$ cat src/rtl/gphr_pkg.sv
`default_nettype none

package gphr_pkg;

  // Default sizes
  localparam int unsigned ChannelsDef  = 24;
  localparam int unsigned CountBitsDef = 16;

  // Channels with a real source; the rest read as released
  localparam int unsigned KeyChannels = 24;
  localparam int unsigned MaskBits    = 24;

  // Channel map landmarks
  localparam logic [4:0] ChanLt     = 5'd6;
  localparam logic [4:0] ChanRt     = 5'd7;
  localparam logic [4:0] ChanStick0 = 5'd16;
  localparam logic [4:0] ChanEnd    = 5'd24;

  // Repeat number saturation
  localparam logic [13:0] RepeatMax = 14'd16383;

  // Divider quotient bits per cycle
  localparam int unsigned DivStep = 4;

  // Configuration register indexes
  localparam logic [2:0] CfgDelay    = 3'd0;
  localparam logic [2:0] CfgInterval = 3'd1;
  localparam logic [2:0] CfgSPress   = 3'd2;
  localparam logic [2:0] CfgSRelease = 3'd3;
  localparam logic [2:0] CfgTPress   = 3'd4;
  localparam logic [2:0] CfgTRelease = 3'd5;

  // Configuration reset values
  localparam logic [15:0] DelayRst    = 16'd30;
  localparam logic [7:0]  IntervalRst = 8'd6;
  localparam logic [15:0] SPressRst   = 16'd18432;
  localparam logic [15:0] SReleaseRst = 16'd16384;
  localparam logic [7:0]  TPressRst   = 8'd144;
  localparam logic [8:0]  TReleaseRst = 9'd128;

  typedef logic [2:0]  cfg_idx_t;
  typedef logic [15:0] cfg_data_t;
  typedef logic [4:0]  chan_t;

  // Per-channel decision of one poll
  typedef enum logic [1:0] {
    DEC_RELEASE = 2'd0,
    DEC_PRESS   = 2'd1,
    DEC_HOLD    = 2'd2
  } dec_e;

  typedef struct packed {
    logic [15:0] delay;
    logic [7:0]  interval;
    logic [15:0] s_press;
    logic [15:0] s_release;
    logic [7:0]  t_press;
    logic [8:0]  t_release;
  } cfg_t;

  typedef struct packed {
    logic               reading_valid;
    logic [15:0]        button_bits;
    logic [7:0]         left_trigger;
    logic [7:0]         right_trigger;
    logic signed [15:0] left_x;
    logic signed [15:0] left_y;
    logic signed [15:0] right_x;
    logic signed [15:0] right_y;
    logic               window_focused;
  } in_t;

  typedef struct packed {
    logic [4:0]  channel;
    logic [13:0] repeat_number;
    logic [23:0] pressed_mask;
    logic        last_event;
  } out_t;

  // One logged event of a tick
  typedef struct packed {
    chan_t       channel;
    logic [13:0] repeat_number;
  } evt_t;

  // Index width for a store of n entries
  function automatic int unsigned idx_w(int unsigned n);
    return (n > 1) ? $clog2(n) : 1;
  endfunction

  // Button mask bit feeding each button channel
  function automatic logic [3:0] button_bit(chan_t ch);
    logic [3:0] b;
    case (ch)
      5'd0:    b = 4'd12;
      5'd1:    b = 4'd13;
      5'd2:    b = 4'd14;
      5'd3:    b = 4'd15;
      5'd4:    b = 4'd9;
      5'd5:    b = 4'd8;
      5'd8:    b = 4'd0;
      5'd9:    b = 4'd1;
      5'd10:   b = 4'd2;
      5'd11:   b = 4'd3;
      5'd12:   b = 4'd4;
      5'd13:   b = 4'd5;
      5'd14:   b = 4'd6;
      5'd15:   b = 4'd7;
      default: b = 4'd0;
    endcase
    return b;
  endfunction

endpackage

`default_nettype wire

$ cat src/rtl/gphr_ram.sv
`default_nettype none

module gphr_ram #(
  parameter int unsigned Width = 16,
  parameter int unsigned Depth = 24
) (
  input  wire                                    clk_i,
  input  wire                                    we_i,
  input  wire  [gphr_pkg::idx_w(Depth)-1:0]      waddr_i,
  input  wire  [Width-1:0]                       wdata_i,
  input  wire  [gphr_pkg::idx_w(Depth)-1:0]      raddr_i,
  output logic [Width-1:0]                       rdata_o
);

  logic [Width-1:0] mem [Depth];

  // One write port, one registered read port
  always_ff @(posedge clk_i) begin
    if (we_i) begin
      mem[waddr_i] <= wdata_i;
    end
    rdata_o <= mem[raddr_i];
  end

endmodule

`default_nettype wire

$ cat src/rtl/gphr_decode.sv
`default_nettype none

module gphr_decode (
  input  wire  gphr_pkg::chan_t ch_i,
  input  wire  gphr_pkg::in_t   poll_i,
  input  wire  gphr_pkg::cfg_t  cfg_i,
  output gphr_pkg::dec_e        dec_o
);

  import gphr_pkg::*;

  // Hysteresis compare of one analog magnitude
  function automatic dec_e analog_dec(logic [16:0] mag, logic [16:0] press,
                                      logic [16:0] release_lvl);
    dec_e d;
    if (mag >= press) begin
      d = DEC_PRESS;
    end else if (mag < release_lvl) begin
      d = DEC_RELEASE;
    end else begin
      d = DEC_HOLD;
    end
    return d;
  endfunction

  chan_t       k;
  logic [15:0] axis;
  logic [15:0] mag;
  logic [7:0]  trig;

  always_comb begin
    k    = ch_i - ChanStick0;
    trig = (ch_i == ChanLt) ? poll_i.left_trigger : poll_i.right_trigger;

    // Half-axis source: up/down use y, right/left use x
    if (!k[1]) begin
      axis = k[2] ? poll_i.right_y : poll_i.left_y;
    end else begin
      axis = k[2] ? poll_i.right_x : poll_i.left_x;
    end

    // Magnitude on this side, zero on the other
    mag = '0;
    if (!k[0]) begin
      if (!axis[15] && (axis != 16'd0)) begin
        mag = axis;
      end
    end else if (axis[15]) begin
      mag = ~axis + 16'd1;
    end

    if (ch_i >= ChanEnd) begin
      dec_o = DEC_RELEASE;
    end else if ((ch_i == ChanLt) || (ch_i == ChanRt)) begin
      dec_o = analog_dec({9'd0, trig}, {9'd0, cfg_i.t_press}, {8'd0, cfg_i.t_release});
    end else if (ch_i < ChanStick0) begin
      dec_o = poll_i.button_bits[button_bit(ch_i)] ? DEC_PRESS : DEC_RELEASE;
    end else begin
      dec_o = analog_dec({1'b0, mag}, {1'b0, cfg_i.s_press}, {1'b0, cfg_i.s_release});
    end
  end

endmodule

`default_nettype wire

$ cat src/rtl/gphr_div.sv
`default_nettype none

module gphr_div #(
  parameter int unsigned NumBits = gphr_pkg::CountBitsDef
) (
  input  wire                clk_i,
  input  wire                rst_ni,
  input  wire                start_i,
  input  wire  [NumBits-1:0] dividend_i,
  input  wire  [7:0]         divisor_i,
  output logic               done_o,
  output logic [NumBits-1:0] quot_o,
  output logic [7:0]         rem_o
);

  import gphr_pkg::*;

  localparam int unsigned Iters = (NumBits + DivStep - 1) / DivStep;
  localparam int unsigned PadW  = Iters * DivStep;
  localparam int unsigned IterW = idx_w(Iters);

  logic [PadW-1:0]  dvd_q;
  logic [7:0]       rem_q;
  logic [7:0]       dvs_q;
  logic [IterW-1:0] cnt_q;
  logic             busy_q;
  logic             done_q;

  logic [PadW-1:0]  dvd_d;
  logic [7:0]       rem_d;
  logic [8:0]       trial;

  // Restoring division, DivStep quotient bits per cycle
  always_comb begin
    dvd_d = dvd_q;
    rem_d = rem_q;
    trial = '0;
    for (int k = 0; k < DivStep; k++) begin
      trial = {rem_d, dvd_d[PadW-1]};
      dvd_d = {dvd_d[PadW-2:0], 1'b0};
      if (trial >= {1'b0, dvs_q}) begin
        trial    = trial - {1'b0, dvs_q};
        dvd_d[0] = 1'b1;
      end
      rem_d = trial[7:0];
    end
  end

  // Iteration control
  always_ff @(posedge clk_i or negedge rst_ni) begin
    if (!rst_ni) begin
      busy_q <= 1'b0;
      done_q <= 1'b0;
      cnt_q  <= '0;
    end else begin
      done_q <= 1'b0;
      if (start_i) begin
        busy_q <= 1'b1;
        cnt_q  <= '0;
      end else if (busy_q) begin
        cnt_q <= cnt_q + IterW'(1);
        if (cnt_q == IterW'(Iters - 1)) begin
          busy_q <= 1'b0;
          done_q <= 1'b1;
        end
      end
    end
  end

  // Datapath; the quotient shifts in behind the dividend
  always_ff @(posedge clk_i) begin
    if (start_i) begin
      dvd_q <= PadW'(dividend_i);
      rem_q <= '0;
      dvs_q <= divisor_i;
    end else if (busy_q) begin
      dvd_q <= dvd_d;
      rem_q <= rem_d;
    end
  end

  assign done_o = done_q;
  assign quot_o = dvd_q[NumBits-1:0];
  assign rem_o  = rem_q;

endmodule

`default_nettype wire

$ cat src/rtl/gamepad_press_hysteresis_repeat_core.sv
// Flow: per channel, the hold count is read (ST_READ) and then evaluated (ST_EVAL); a held
// channel past the repeat delay also waits on the shared repeat divider (ST_DIV), and the
// tick's events then leave the event buffer one by one (ST_EMIT_RD, ST_EMIT_LD).
// A new poll is taken only in ST_IDLE, once the previous channel walk and drain are done.
// Reset: asynchronous, active low; press flags and hold counts clear (count valid
// bits), configuration returns to its defaults, no pending transactions remain.
`default_nettype none

module gamepad_press_hysteresis_repeat_core #(
  parameter int unsigned CHANNELS   = gphr_pkg::ChannelsDef,
  parameter int unsigned COUNT_BITS = gphr_pkg::CountBitsDef
) (
  input  wire                  clk_i,
  input  wire                  rst_ni,
  input  wire                  cfg_valid_i,
  output logic                 cfg_ready_o,
  input  wire  gphr_pkg::cfg_idx_t  cfg_index_i,
  input  wire  gphr_pkg::cfg_data_t cfg_data_i,
  input  wire                  in_valid_i,
  output logic                 in_ready_o,
  input  wire  gphr_pkg::in_t  in_data_i,
  output logic                 out_valid_o,
  input  wire                  out_ready_i,
  output gphr_pkg::out_t       out_data_o
);

  import gphr_pkg::*;

  localparam int unsigned ChW = idx_w(CHANNELS);
  localparam int unsigned NW  = $clog2(CHANNELS + 1);
  localparam logic [ChW-1:0]        ChLast = ChW'(CHANNELS - 1);
  localparam logic [COUNT_BITS-1:0] CntMax = '1;
  localparam logic [COUNT_BITS-1:0] CntOne = COUNT_BITS'(1);

  typedef enum logic [5:0] {
    ST_IDLE    = 6'b000001,
    ST_READ    = 6'b000010,
    ST_EVAL    = 6'b000100,
    ST_DIV     = 6'b001000,
    ST_EMIT_RD = 6'b010000,
    ST_EMIT_LD = 6'b100000
  } state_e;

  state_e               state_q, state_d;
  logic [ChW-1:0]       ch_q, ch_d;
  logic [NW-1:0]        evn_q, evn_d;
  logic [ChW-1:0]       rd_q, rd_d;
  logic [CHANNELS-1:0]  flags_q, flags_d;
  logic [CHANNELS-1:0]  cvld_q;
  cfg_t                 cfg_q;
  in_t                  poll_q;
  logic                 focus_q;
  out_t                 out_q;
  logic                 out_vld_q;

  logic                  cnt_we;
  logic [COUNT_BITS-1:0] cnt_wdata;
  logic [COUNT_BITS-1:0] cnt_rdata;
  logic [COUNT_BITS-1:0] cnt_cur;
  logic [COUNT_BITS-1:0] cnt_inc;
  logic                  ev_we;
  evt_t                  ev_wdata;
  evt_t                  ev_rdata;
  dec_e                  dec;
  logic                  flag_new;
  logic                  has_ev;
  logic [13:0]           ev_num;
  logic                  advance;
  logic                  out_load;
  logic                  out_last;
  logic                  div_start;
  logic                  div_done;
  logic [COUNT_BITS-1:0] div_dividend;
  logic [COUNT_BITS-1:0] div_quot;
  logic [7:0]            div_rem;
  logic [7:0]            interval;
  logic [32:0]           quot_x;
  logic [13:0]           rep_num;
  logic [MaskBits-1:0]   pmask;

  // Hold count store, one entry per channel
  gphr_ram #(
    .Width (COUNT_BITS),
    .Depth (CHANNELS)
  ) u_cnt_ram (
    .clk_i   (clk_i),
    .we_i    (cnt_we),
    .waddr_i (ch_q),
    .wdata_i (cnt_wdata),
    .raddr_i (ch_q),
    .rdata_o (cnt_rdata)
  );

  // Events of the current tick, emitted once the mask is final
  gphr_ram #(
    .Width ($bits(evt_t)),
    .Depth (CHANNELS)
  ) u_evt_ram (
    .clk_i   (clk_i),
    .we_i    (ev_we),
    .waddr_i (evn_q[ChW-1:0]),
    .wdata_i (ev_wdata),
    .raddr_i (rd_q),
    .rdata_o (ev_rdata)
  );

  gphr_decode u_decode (
    .ch_i   (5'(ch_q)),
    .poll_i (poll_q),
    .cfg_i  (cfg_q),
    .dec_o  (dec)
  );

  gphr_div #(
    .NumBits (COUNT_BITS)
  ) u_div (
    .clk_i      (clk_i),
    .rst_ni     (rst_ni),
    .start_i    (div_start),
    .dividend_i (div_dividend),
    .divisor_i  (interval),
    .done_o     (div_done),
    .quot_o     (div_quot),
    .rem_o      (div_rem)
  );

  // Channel datapath
  assign cnt_cur      = cvld_q[ch_q] ? cnt_rdata : '0;
  assign cnt_inc      = cnt_cur + CntOne;
  assign div_dividend = COUNT_BITS'(33'(cnt_inc) - 33'(cfg_q.delay));
  assign interval     = (cfg_q.interval == 8'd0) ? 8'd1 : cfg_q.interval;
  assign quot_x       = 33'(div_quot);
  assign rep_num      = (quot_x >= 33'(RepeatMax)) ? RepeatMax : 14'(quot_x + 33'd1);
  assign out_last     = (NW'(rd_q) + NW'(1)) == evn_q;

  always_comb begin
    unique case (dec)
      DEC_PRESS:   flag_new = 1'b1;
      DEC_RELEASE: flag_new = 1'b0;
      default:     flag_new = flags_q[ch_q];
    endcase
  end

  // Sequencer
  always_comb begin
    state_d   = state_q;
    ch_d      = ch_q;
    evn_d     = evn_q;
    rd_d      = rd_q;
    flags_d   = flags_q;
    cnt_we    = 1'b0;
    cnt_wdata = cnt_inc;
    has_ev    = 1'b0;
    ev_num    = '0;
    div_start = 1'b0;
    advance   = 1'b0;
    out_load  = 1'b0;

    unique case (state_q)
      ST_IDLE: begin
        if (in_valid_i) begin
          ch_d    = '0;
          evn_d   = '0;
          state_d = ST_READ;
        end
      end
      ST_READ: begin
        state_d = ST_EVAL;
      end
      ST_EVAL: begin
        flags_d[ch_q] = flag_new;
        advance       = 1'b1;
        if (flag_new) begin
          if (cnt_cur != CntMax) begin
            cnt_we = 1'b1;
            if (cnt_inc == CntOne) begin
              has_ev = 1'b1;
              ev_num = 14'd1;
            end else if (33'(cnt_inc) > 33'(cfg_q.delay)) begin
              div_start = 1'b1;
              advance   = 1'b0;
              state_d   = ST_DIV;
            end
          end
        end else if (cnt_cur != '0) begin
          cnt_we    = 1'b1;
          cnt_wdata = '0;
          has_ev    = 1'b1;
        end
      end
      ST_DIV: begin
        if (div_done) begin
          advance = 1'b1;
          if (div_rem == 8'd0) begin
            has_ev = 1'b1;
            ev_num = rep_num;
          end
        end
      end
      ST_EMIT_RD: begin
        state_d = ST_EMIT_LD;
      end
      ST_EMIT_LD: begin
        if (!out_vld_q || out_ready_i) begin
          out_load = 1'b1;
          if (out_last) begin
            state_d = ST_IDLE;
          end else begin
            rd_d    = rd_q + ChW'(1);
            state_d = ST_EMIT_RD;
          end
        end
      end
      default: begin
        state_d = ST_IDLE;
      end
    endcase

    // Log events only for a focused tick
    ev_we = has_ev && focus_q;
    if (ev_we) begin
      evn_d = evn_q + NW'(1);
    end

    // Next channel, or drain the tick's events
    if (advance) begin
      if (ch_q == ChLast) begin
        ch_d    = '0;
        rd_d    = '0;
        state_d = (evn_d == '0) ? ST_IDLE : ST_EMIT_RD;
      end else begin
        ch_d    = ch_q + ChW'(1);
        state_d = ST_READ;
      end
    end
  end

  assign ev_wdata.channel       = 5'(ch_q);
  assign ev_wdata.repeat_number = ev_num;

  // Press mask over the mapped channels
  for (genvar i = 0; i < MaskBits; i++) begin : g_mask
    if (i < CHANNELS) begin : g_on
      assign pmask[i] = flags_q[i];
    end else begin : g_off
      assign pmask[i] = 1'b0;
    end
  end

  // Control registers
  always_ff @(posedge clk_i or negedge rst_ni) begin
    if (!rst_ni) begin
      state_q   <= ST_IDLE;
      ch_q      <= '0;
      evn_q     <= '0;
      rd_q      <= '0;
      flags_q   <= '0;
      cvld_q    <= '0;
      out_vld_q <= 1'b0;
    end else begin
      state_q <= state_d;
      ch_q    <= ch_d;
      evn_q   <= evn_d;
      rd_q    <= rd_d;
      flags_q <= flags_d;
      if (cnt_we) begin
        cvld_q[ch_q] <= 1'b1;
      end
      if (out_load) begin
        out_vld_q <= 1'b1;
      end else if (out_ready_i) begin
        out_vld_q <= 1'b0;
      end
    end
  end

  // Configuration registers
  always_ff @(posedge clk_i or negedge rst_ni) begin
    if (!rst_ni) begin
      cfg_q.delay     <= DelayRst;
      cfg_q.interval  <= IntervalRst;
      cfg_q.s_press   <= SPressRst;
      cfg_q.s_release <= SReleaseRst;
      cfg_q.t_press   <= TPressRst;
      cfg_q.t_release <= TReleaseRst;
    end else if (cfg_valid_i) begin
      unique case (cfg_index_i)
        CfgDelay:    cfg_q.delay     <= cfg_data_i;
        CfgInterval: cfg_q.interval  <= cfg_data_i[7:0];
        CfgSPress:   cfg_q.s_press   <= cfg_data_i;
        CfgSRelease: cfg_q.s_release <= cfg_data_i;
        CfgTPress:   cfg_q.t_press   <= cfg_data_i[7:0];
        CfgTRelease: cfg_q.t_release <= cfg_data_i[8:0];
        default: ;
      endcase
    end
  end

  // Poll capture; an invalid poll reads as all zeros
  always_ff @(posedge clk_i) begin
    if (in_valid_i && in_ready_o) begin
      poll_q  <= in_data_i.reading_valid ? in_data_i : '0;
      focus_q <= in_data_i.window_focused;
    end
  end

  // Output register
  always_ff @(posedge clk_i) begin
    if (out_load) begin
      out_q.channel       <= ev_rdata.channel;
      out_q.repeat_number <= ev_rdata.repeat_number;
      out_q.pressed_mask  <= pmask;
      out_q.last_event    <= out_last;
    end
  end

  assign cfg_ready_o = 1'b1;
  assign in_ready_o  = (state_q == ST_IDLE);
  assign out_valid_o = out_vld_q;
  assign out_data_o  = out_q;

endmodule

`default_nettype wire

$ cat config.mk
export PLATFORM = sky130hd
export DESIGN_NAME = gamepad_press_hysteresis_repeat_core
export DESIGN_NICKNAME = d
export VERILOG_FILES = /design/src/rtl/gphr_pkg.sv /design/src/rtl/gphr_ram.sv /design/src/rtl/gphr_decode.sv /design/src/rtl/gphr_div.sv /design/src/rtl/gamepad_press_hysteresis_repeat_core.sv
export SDC_FILE = /design/constraint.sdc
export NUM_CORES = 1
export LEC_CHECK = 0
export ABC_AREA = 1
export BUFFER_PORTS_ARGS = -buffer_cell sky130_fd_sc_hd__buf_2
export CELL_PAD_IN_SITES_DETAIL_PLACEMENT = 1
export CELL_PAD_IN_SITES_GLOBAL_PLACEMENT = 1
export CORE_UTILIZATION = 50
export DETAILED_ROUTE_END_ITERATION = 8
export PLACE_DENSITY = 0.82
export SKIP_CTS_REPAIR_TIMING = 1
export SYNTH_ARGS = -nofsm -noshare
export SYNTH_HDL_FRONTEND = slang
export SYNTH_SLANG_ARGS = --single-unit
$ cat constraint.sdc
create_clock -name clk_i -period 13.49 [get_ports clk_i]
set_input_delay 2.698 -clock clk_i [delete_from_list [all_inputs] [get_ports clk_i]]
set_output_delay 2.698 -clock clk_i [all_outputs]
set_load 0.005 [all_outputs]
==> results of run 1 <==
## through the flow
stage	util [%]	hold WS [ps]	cell area, um^2	setup slack, ps
5_1_grt	57.2	406	58600	2370
3_3_place_gp	53.2	386	54500	3750
6_report	57.2	402	58600	3510
4_1_cts	57.2	405	58600	3520
2_1_floorplan	-	386	52000	5200
3_5_place_dp	53.2	390	54500	3580
## state kept, by name, indices dropped and copies added, names as in the netlist
register,flops
out_valid_o,1
u_cnt_ram.rdata_o,16
u_div.quot_o,16
state_q,6
evn_q,5
poll_q,96
out_data_o,44
u_cnt_ram.mem,384
u_div.rem_o,8
ch_q,5
u_div.dvs_q,8
u_div.done_o,1
u_div.cnt_q,2
u_div.busy_q,1
cfg_q,73
cvld_q,24
rd_q,5
u_evt_ram.mem,456
focus_q,1
flags_q,24
u_evt_ram.rdata_o,19
## metal layers
metal  wire length, um  vias to the layer above  track usage (%)
li1                  -                    16662                -
met1             60800                    18953             35.9
met2             78900                     1314             51.2
met3              8070                      363             3.46
met4              6160                        6             11.9
met5                37                        -                0
## synthesized netlist by cell type, types with 14 or more instances
cell type	count	area, um^2
o21ai_0	639	3200
o22ai_1	112	701
o21ai_1	17	85.1
xnor2_1	17	149
or2_2	14	87.6
o211ai_1	21	158
nand3_1	102	510
edfxtp_1	1005	30200
o221ai_1	111	972
xor2_1	43	377
nor2_1	679	2550
nor3_1	34	170
dfrtp_1	134	3350
inv_1	411	1540
dfxtp_1	43	861
nand4_1	37	231
ha_1	112	1400
a21oi_1	99	495
or2_1	16	100
nand2_1	611	2290
clkbuf_1	201	754
## worst register-to-register path, delay by kind of cell, from the launching register on
kind / cells / cell delay, ps
flops: 1 / 460
buf+inv: 4 / 850
compound gates: 22 / 4100
fa+ha+maj: 4 / 1190
simple gates: 28 / 3270
## kinds of logic (layout without fill, tap and decap cells)
family / count (synthesis) / after routing / share of synthesized area (%)
AO/OA/AOI/OAI: 1068 / 1068 / 11.9
other: 1 / 2 / 0.00721
multiplexers: 1 / 1 / 0.0216
flip-flops: 1195 / 1195 / 66.8
XOR/XNOR: 61 / 61 / 1.04
AND/OR/NAND/NOR: 1552 / 1552 / 12.4
adder cells (fa/ha/maj): 117 / 117 / 2.89
buffers and inverters: 669 / 925 / 5.03
## power groups by stage
| stage | registers (mW) | clock network, mW | logic [mW] |
|---|---|---|---|
| finish | 4.65 | 3.45 | 3.17 |
| CTS | 4.65 | 3.48 | 3.16 |
| global route | 4.67 | 3.61 | 3.53 |
| global placement | 4.71 | 0 | 2.98 |
| floorplan | 4.67 | 0 | 2.16 |
| detailed placement | 4.72 | 0 | 3.12 |
## how the worst min path moves through the flow
| stage | from | cells past startpoint | end |
|---|---|---|---|
| global route | u_evt_ram.rdata_o[4] | 0 | out_data_o[29] |
| CTS | u_evt_ram.rdata_o[4] | 0 | out_data_o[29] |
| detailed placement | u_evt_ram.rdata_o[6] | 0 | out_data_o[31] |
| global placement | u_evt_ram.rdata_o[4] | 0 | out_data_o[29] |
| finish | u_evt_ram.rdata_o[12] | 0 | out_data_o[37] |
| floorplan | u_evt_ram.rdata_o[0] | 0 | out_data_o[25] |
## cell type report
type	count	area, um^2	share of cell area [%]
Clock buffer	159	3240	5.53
Tap cell	1368	1710	2.92
Sequential cell	1195	34800	59.3
Multi-Input combinational cell	2800	14900	25.4
Timing Repair Buffer	265	1580	2.69
Inverter	429	1620	2.77
Clock inverter	72	810	1.38
Antenna cell	1	2.50	0.00427
==> reports/summary.txt, run 1 <==
family with the most delay on the worst path: compound AO/OA/AOI/OAI gates
Worst R2R End: u_div.rem_o[0]
total track usage: 29.0%
Slew Limit Headroom: 9.04%
worst path arrival time: 10620 ps
most frequent cells in the layout: 1005 x edfxtp_1, 651 x nor2_1, 639 x o21ai_0
initial DRC count: 3302
Starting Density: 50.8%
Primary FF master, synth: edfxtp_1
H-tree levels: 3
Synth Warn #: 0
Final min period: 9980 ps
crit path capture type: flip-flop
post-route insts no fill: 6289
detailed-route DRC error count: 0
outcome: completed
critical path peak fanout: 16
Startpoint Class: flip-flop
final net count: 5051
gr ovfl total: 0
fill count: 10700
Tightest Hold Check Type: reg2reg
average routed wire per standard cell: 24.5 um
Syn Inst Count: 4664
Horiz. Die Dim: 325 um
R2R setup slack: 3510 ps
drt pass-1 iters: 5
antenna-violating nets left: 0
post-synthesis cell area: 52000 um^2
Net Sw Frac: 33.8%
Clock Skew: 45.0 ps
Fmax: 0.100 GHz
max-cap viol count: 0
Post-synth ARST share: 12.3%
placed cell count: 6057
Ports: 169
initial antenna violation count: 9
worst-skew pair later-pin latency: 760 ps
via count: 37298
worst-margin pin slew: 1360 ps
crit path to: u_div.rem_o[0]
input/output buffers: 167
RSZ-0062 raised after global routing: no
largest net degree at the start of global routing: 99
Power per Cell Area: 192 nW/um^2
vias per cell: 5.93
# setup viols final: 0
Flop pwr share: 41.3%
Critical Path Stages: 58
CP Launch Point: u_div.dvs_q[1]
Root Buffer Master: clkbuf_16
vias in the first global route: 40058
Post-synth EDFFs: 1005
Area Overhead vs Synth: 12.6%
Most common cell on crit path: nor2_1
syn avg cell area: 11.2 um^2
Peak VDD IR: 179 uV
leading cell type in the layout, fill and taps excluded: edfxtp_1
Net Count, Synth: 4903
WL final: 154 mm
Final Hold Fails: 0
Clk network pwr share: 30.6%
Buf/Inv on CP: 4
count of cell types in the netlist: 72
gpl congestion: 0.876
R2R depth: 58
CTS tree: yes
die height: 325 um
fin. max-slew vios: 0
die area: 105000 um^2
Int Power: 7.46 mW
FF-to-FF Start: u_div.dvs_q[1]
Final period util: 74.0%
delay of the slowest cell on the worst path: 560 ps
first-pass GRT wire length: 235 mm
Reg clk slew, reported paths: 60 ps
Cell Rows: 117
Post-Route Setup TNS: 0 ps
share of cells above drive strength 1: 12.1%
Comb power frac: 28.1%
Req. time, crit path: 14120 ps
CTS sink cnt: 1195
Core ar.: 102000 um^2
TritonCTS Buffers: 121
Bufs on Longest Clock Path: 3
sequential share of the synthesized area: 66.8%
CP max-delay cell: o21ai_0
Yosys reg bits: 1195
WS Path Type: reg2reg
P_leak: 22.3 nW
DP HPWL: 96.8 mm
P_sw: 3.81 mW
Tot Pwr: 11.3 mW
No activity file was read; power rests on OpenSTA's default activity.
==> run 2: changes to the inputs <==
ABC_AREA = 0   (was 1)
PLACE_DENSITY = 0.78   (was 0.82)
clock period = 9.5 ns   (was 13.49 ns; I/O delays follow)
==> reports/summary.txt, run 2 <==
share of cells above drive strength 1: 26.0% (+14 points)
worst-margin pin slew: 1230 ps (-126 ps)
Root Buffer Master: clkbuf_16
crit path capture type: flip-flop
Peak VDD IR: 184 uV (+2.8%)
syn avg cell area: 16.8 um^2 (+51%)
first-pass GRT wire length: 198 mm (-16%)
WL final: 132 mm (-14%)
largest area contributor in the netlist: edfxtp_1
Ports: 169 (unchanged)
Core Util, Final: 57.8% (+0.65 points)
gpl congestion: 0.881 (+0.55%)
CP Launch Point: u_div.dvs_q[1]
detailed-route DRC error count: 0 (unchanged)
antenna-violating nets left: 0 (unchanged)
FF-to-FF Start: u_div.dvs_q[1]
post-route insts no fill: 4754 (-24%)
top cell type's share of synthesized area: 59.1% (+1.1 points)
Slew Limit Headroom: 17.3% (+8.2 points)
largest net degree at the start of global routing: 124 (+25%)
R2R depth: 42 (-28%)
WL met2: 68.6 mm (-13%)
Starting Density: 50.7% (about the same)
gr ovfl total: 0 (unchanged)
# setup viols final: 0 (unchanged)
most frequent cells in the layout: 1005 x edfxtp_1, 252 x mux4_2, 166 x buf_2
Cell Rows: 116 (-0.85%)
Startpoint Class: flip-flop
CP max-delay cell: mux2_2
Tightest Hold Check Type: reg2reg
leading cell type in the layout, fill and taps excluded: edfxtp_1
CTS sink cnt: 1195 (unchanged)
Post-synth ARST share: 12.3% (unchanged)
Syn Inst Count: 3037 (-35%)
Reg clk slew, reported paths: 60 ps (about the same)
Area Overhead vs Synth: 14.0%
placed cell count: 4527 (-25%)
RSZ-0062 raised after global routing: no
synth top area cells: edfxtp_1 59%, mux4_2 11%, dfrtp_1 6.6%
Clock Skew: 36.1 ps (-8.88 ps)
input/output buffers: 167 (unchanged)
Largest register FFs: 456 (unchanged)
list of most frequent post-synthesis cells: 1005 x edfxtp_1, 252 x mux4_2, 164 x nor2_1
vias in the first global route: 31179 (-22%)
die area: 103000 um^2 (-1.9%)
post-synthesis cell area: 51000 um^2 (-1.9%)
crit path to: u_div.rem_o[4]
Net Count, Synth: 3276 (-33%)
critical path peak fanout: 8 (-8)
drt pass-1 iters: 6 (+1)
WS Path Type: reg2reg
max-cap viol count: 0 (unchanged)
Final Hold Fails: 0 (unchanged)
initial DRC count: 2192 (-34%)
P_leak: 20.9 nW (-6.2%)
Worst R2R End: u_div.rem_o[4]
count leader, synth: edfxtp_1
average routed wire per standard cell: 27.8 um (+14%)
initial antenna violation count: 8 (-1)
count of cell types in the netlist: 94 (+31%)
Primary FF master, synth: edfxtp_1
top layer in use: met5
sequential share of the synthesized area: 68.1% (+1.3 points)
Core ar.: 101000 um^2 (-1.8%)
Req. time, crit path: 10060 ps (-4060 ps)
Post-Route Setup TNS: 0 ps (unchanged)
via count: 28543 (-23%)
worst path arrival time: 9360 ps (-1260 ps)
Bufs on Longest Clock Path: 3 (unchanged)
fill count: 9137 (-15%)
Biggest register: u_evt_ram.mem
DP HPWL: 83.8 mm (-13%)
Post-Route M1 WL: 52.9 mm (-13%)
Top Registers: u_evt_ram.mem x456, u_cnt_ram.mem x384, poll_q x96
vias per cell: 6.00 (+1.2%)
Yosys reg bits: 1195 (unchanged)
TritonCTS Buffers: 118 (-2.5%)
Synth Warn #: 0 (unchanged)
Post-synth EDFFs: 1005 (unchanged)
Horiz. Die Dim: 322 um (-0.94%)
total track usage: 26.0% (-2.9 points)
Final min period: 8800 ps (-1180 ps)
Power per Cell Area: 261 nW/um^2 (+36%)
Final period util: 92.6% (+19 points)
outcome: completed
R2R setup slack: 700 ps (-2810 ps)
Tot Pwr: 15.2 mW (+35%)
delay of the slowest cell on the worst path: 440 ps (-120 ps)
met3 WL: 7.07 mm (-12%)
Fmax: 0.114 GHz (+13%)
H-tree levels: 3 (unchanged)
final net count: 3531 (-30%)
die height: 322 um (-0.94%)
worst-skew pair later-pin latency: 730 ps (-30 ps)
CTS tree: yes
fin. max-slew vios: 0 (unchanged)
[run 2: cell count changes after synthesis, moves of 106 or more]
cell      change
nand2_1     -501
o221ai_1    -108
and2_1      +106
o21ai_0     -551
nor2_1      -515
mux4_2      +252
inv_1       -298
[run 2: area by class of cell]
class,instances,area [um^2],share of cell area (%)
Clock buffer,159,3280,5.64
Antenna cell,1,2.50,0.00430
Timing Repair Buffer,282,1720,2.95
Tap cell,1357,1700,2.92
Sequential cell,1195,34800,59.7
Clock inverter,65,906,1.56
Inverter,115,434,0.746
Multi-Input combinational cell,1580,15400,26.4
[run 2: routing by layer]
metal | global-route usage [%] | up-vias
met5 | 0 | -
met2 | 45.9 | 957
li1 | - | 12325
met3 | 3.31 | 238
met1 | 33.6 | 15021
met4 | 7.80 | 2
[run 2: worst max-delay path, delay by kind of cell (launching register included)]
kind,cells,cell delay (ps)
AO/OA/AOI/OAI,23,4640
adder cells (fa/ha/maj),4,1110
AND/OR/NAND/NOR,8,990
buffers and inverters,5,830
multiplexers,2,660
flip-flops,1,410
[run 2: power by group]
| group | total, mW | leakage, nW | switching (mW) | internal, mW |
|---|---|---|---|---|
| logic | 3.86 | 7.26 | 2.24 | 1.62 |
| clock network | 4.98 | 2.01 | 2.05 | 2.93 |
| registers | 6.35 | 11.6 | 0.177 | 6.18 |
[run 2: per-stage QoR]
step	hold WS (ps)	cell area, um^2	setup slack, ps
after global placement	387	53900	768
after detailed placement	391	53900	437
after floorplan	386	51000	166
after CTS	403	58100	346
final	405	58200	700
after global routing	401	58200	0.578
[run 2: kinds of logic (layout without fill, tap and decap cells)]
kind of cell / count (synthesis) / count (layout) / synth area share [%]
buf+inv: 262 / 621 / 2.03
compound gates: 351 / 351 / 4.57
simple gates: 604 / 604 / 6.10
fa+ha+maj: 117 / 117 / 2.94
other cells: 1 / 2 / 0.00735
mux: 420 / 420 / 14.8
xor+xnor: 87 / 87 / 1.49
flops: 1195 / 1195 / 68.1
[run 2: how the worst min path moves through the flow]
| stage | from | to | slack (ps) | depth (start not counted) |
|---|---|---|---|---|
| 3_5_place_dp | u_evt_ram.rdata_o[5] | out_data_o[30] | 390 | 0 |
| 6_report | u_evt_ram.rdata_o[13] | out_data_o[38] | 410 | 0 |
| 5_1_grt | u_evt_ram.rdata_o[4] | out_data_o[29] | 400 | 0 |
| 4_1_cts | u_evt_ram.rdata_o[4] | out_data_o[29] | 400 | 0 |
| 3_3_place_gp | u_evt_ram.rdata_o[12] | out_data_o[37] | 390 | 0 |
| 2_1_floorplan | u_evt_ram.rdata_o[0] | out_data_o[25] | 390 | 0 |
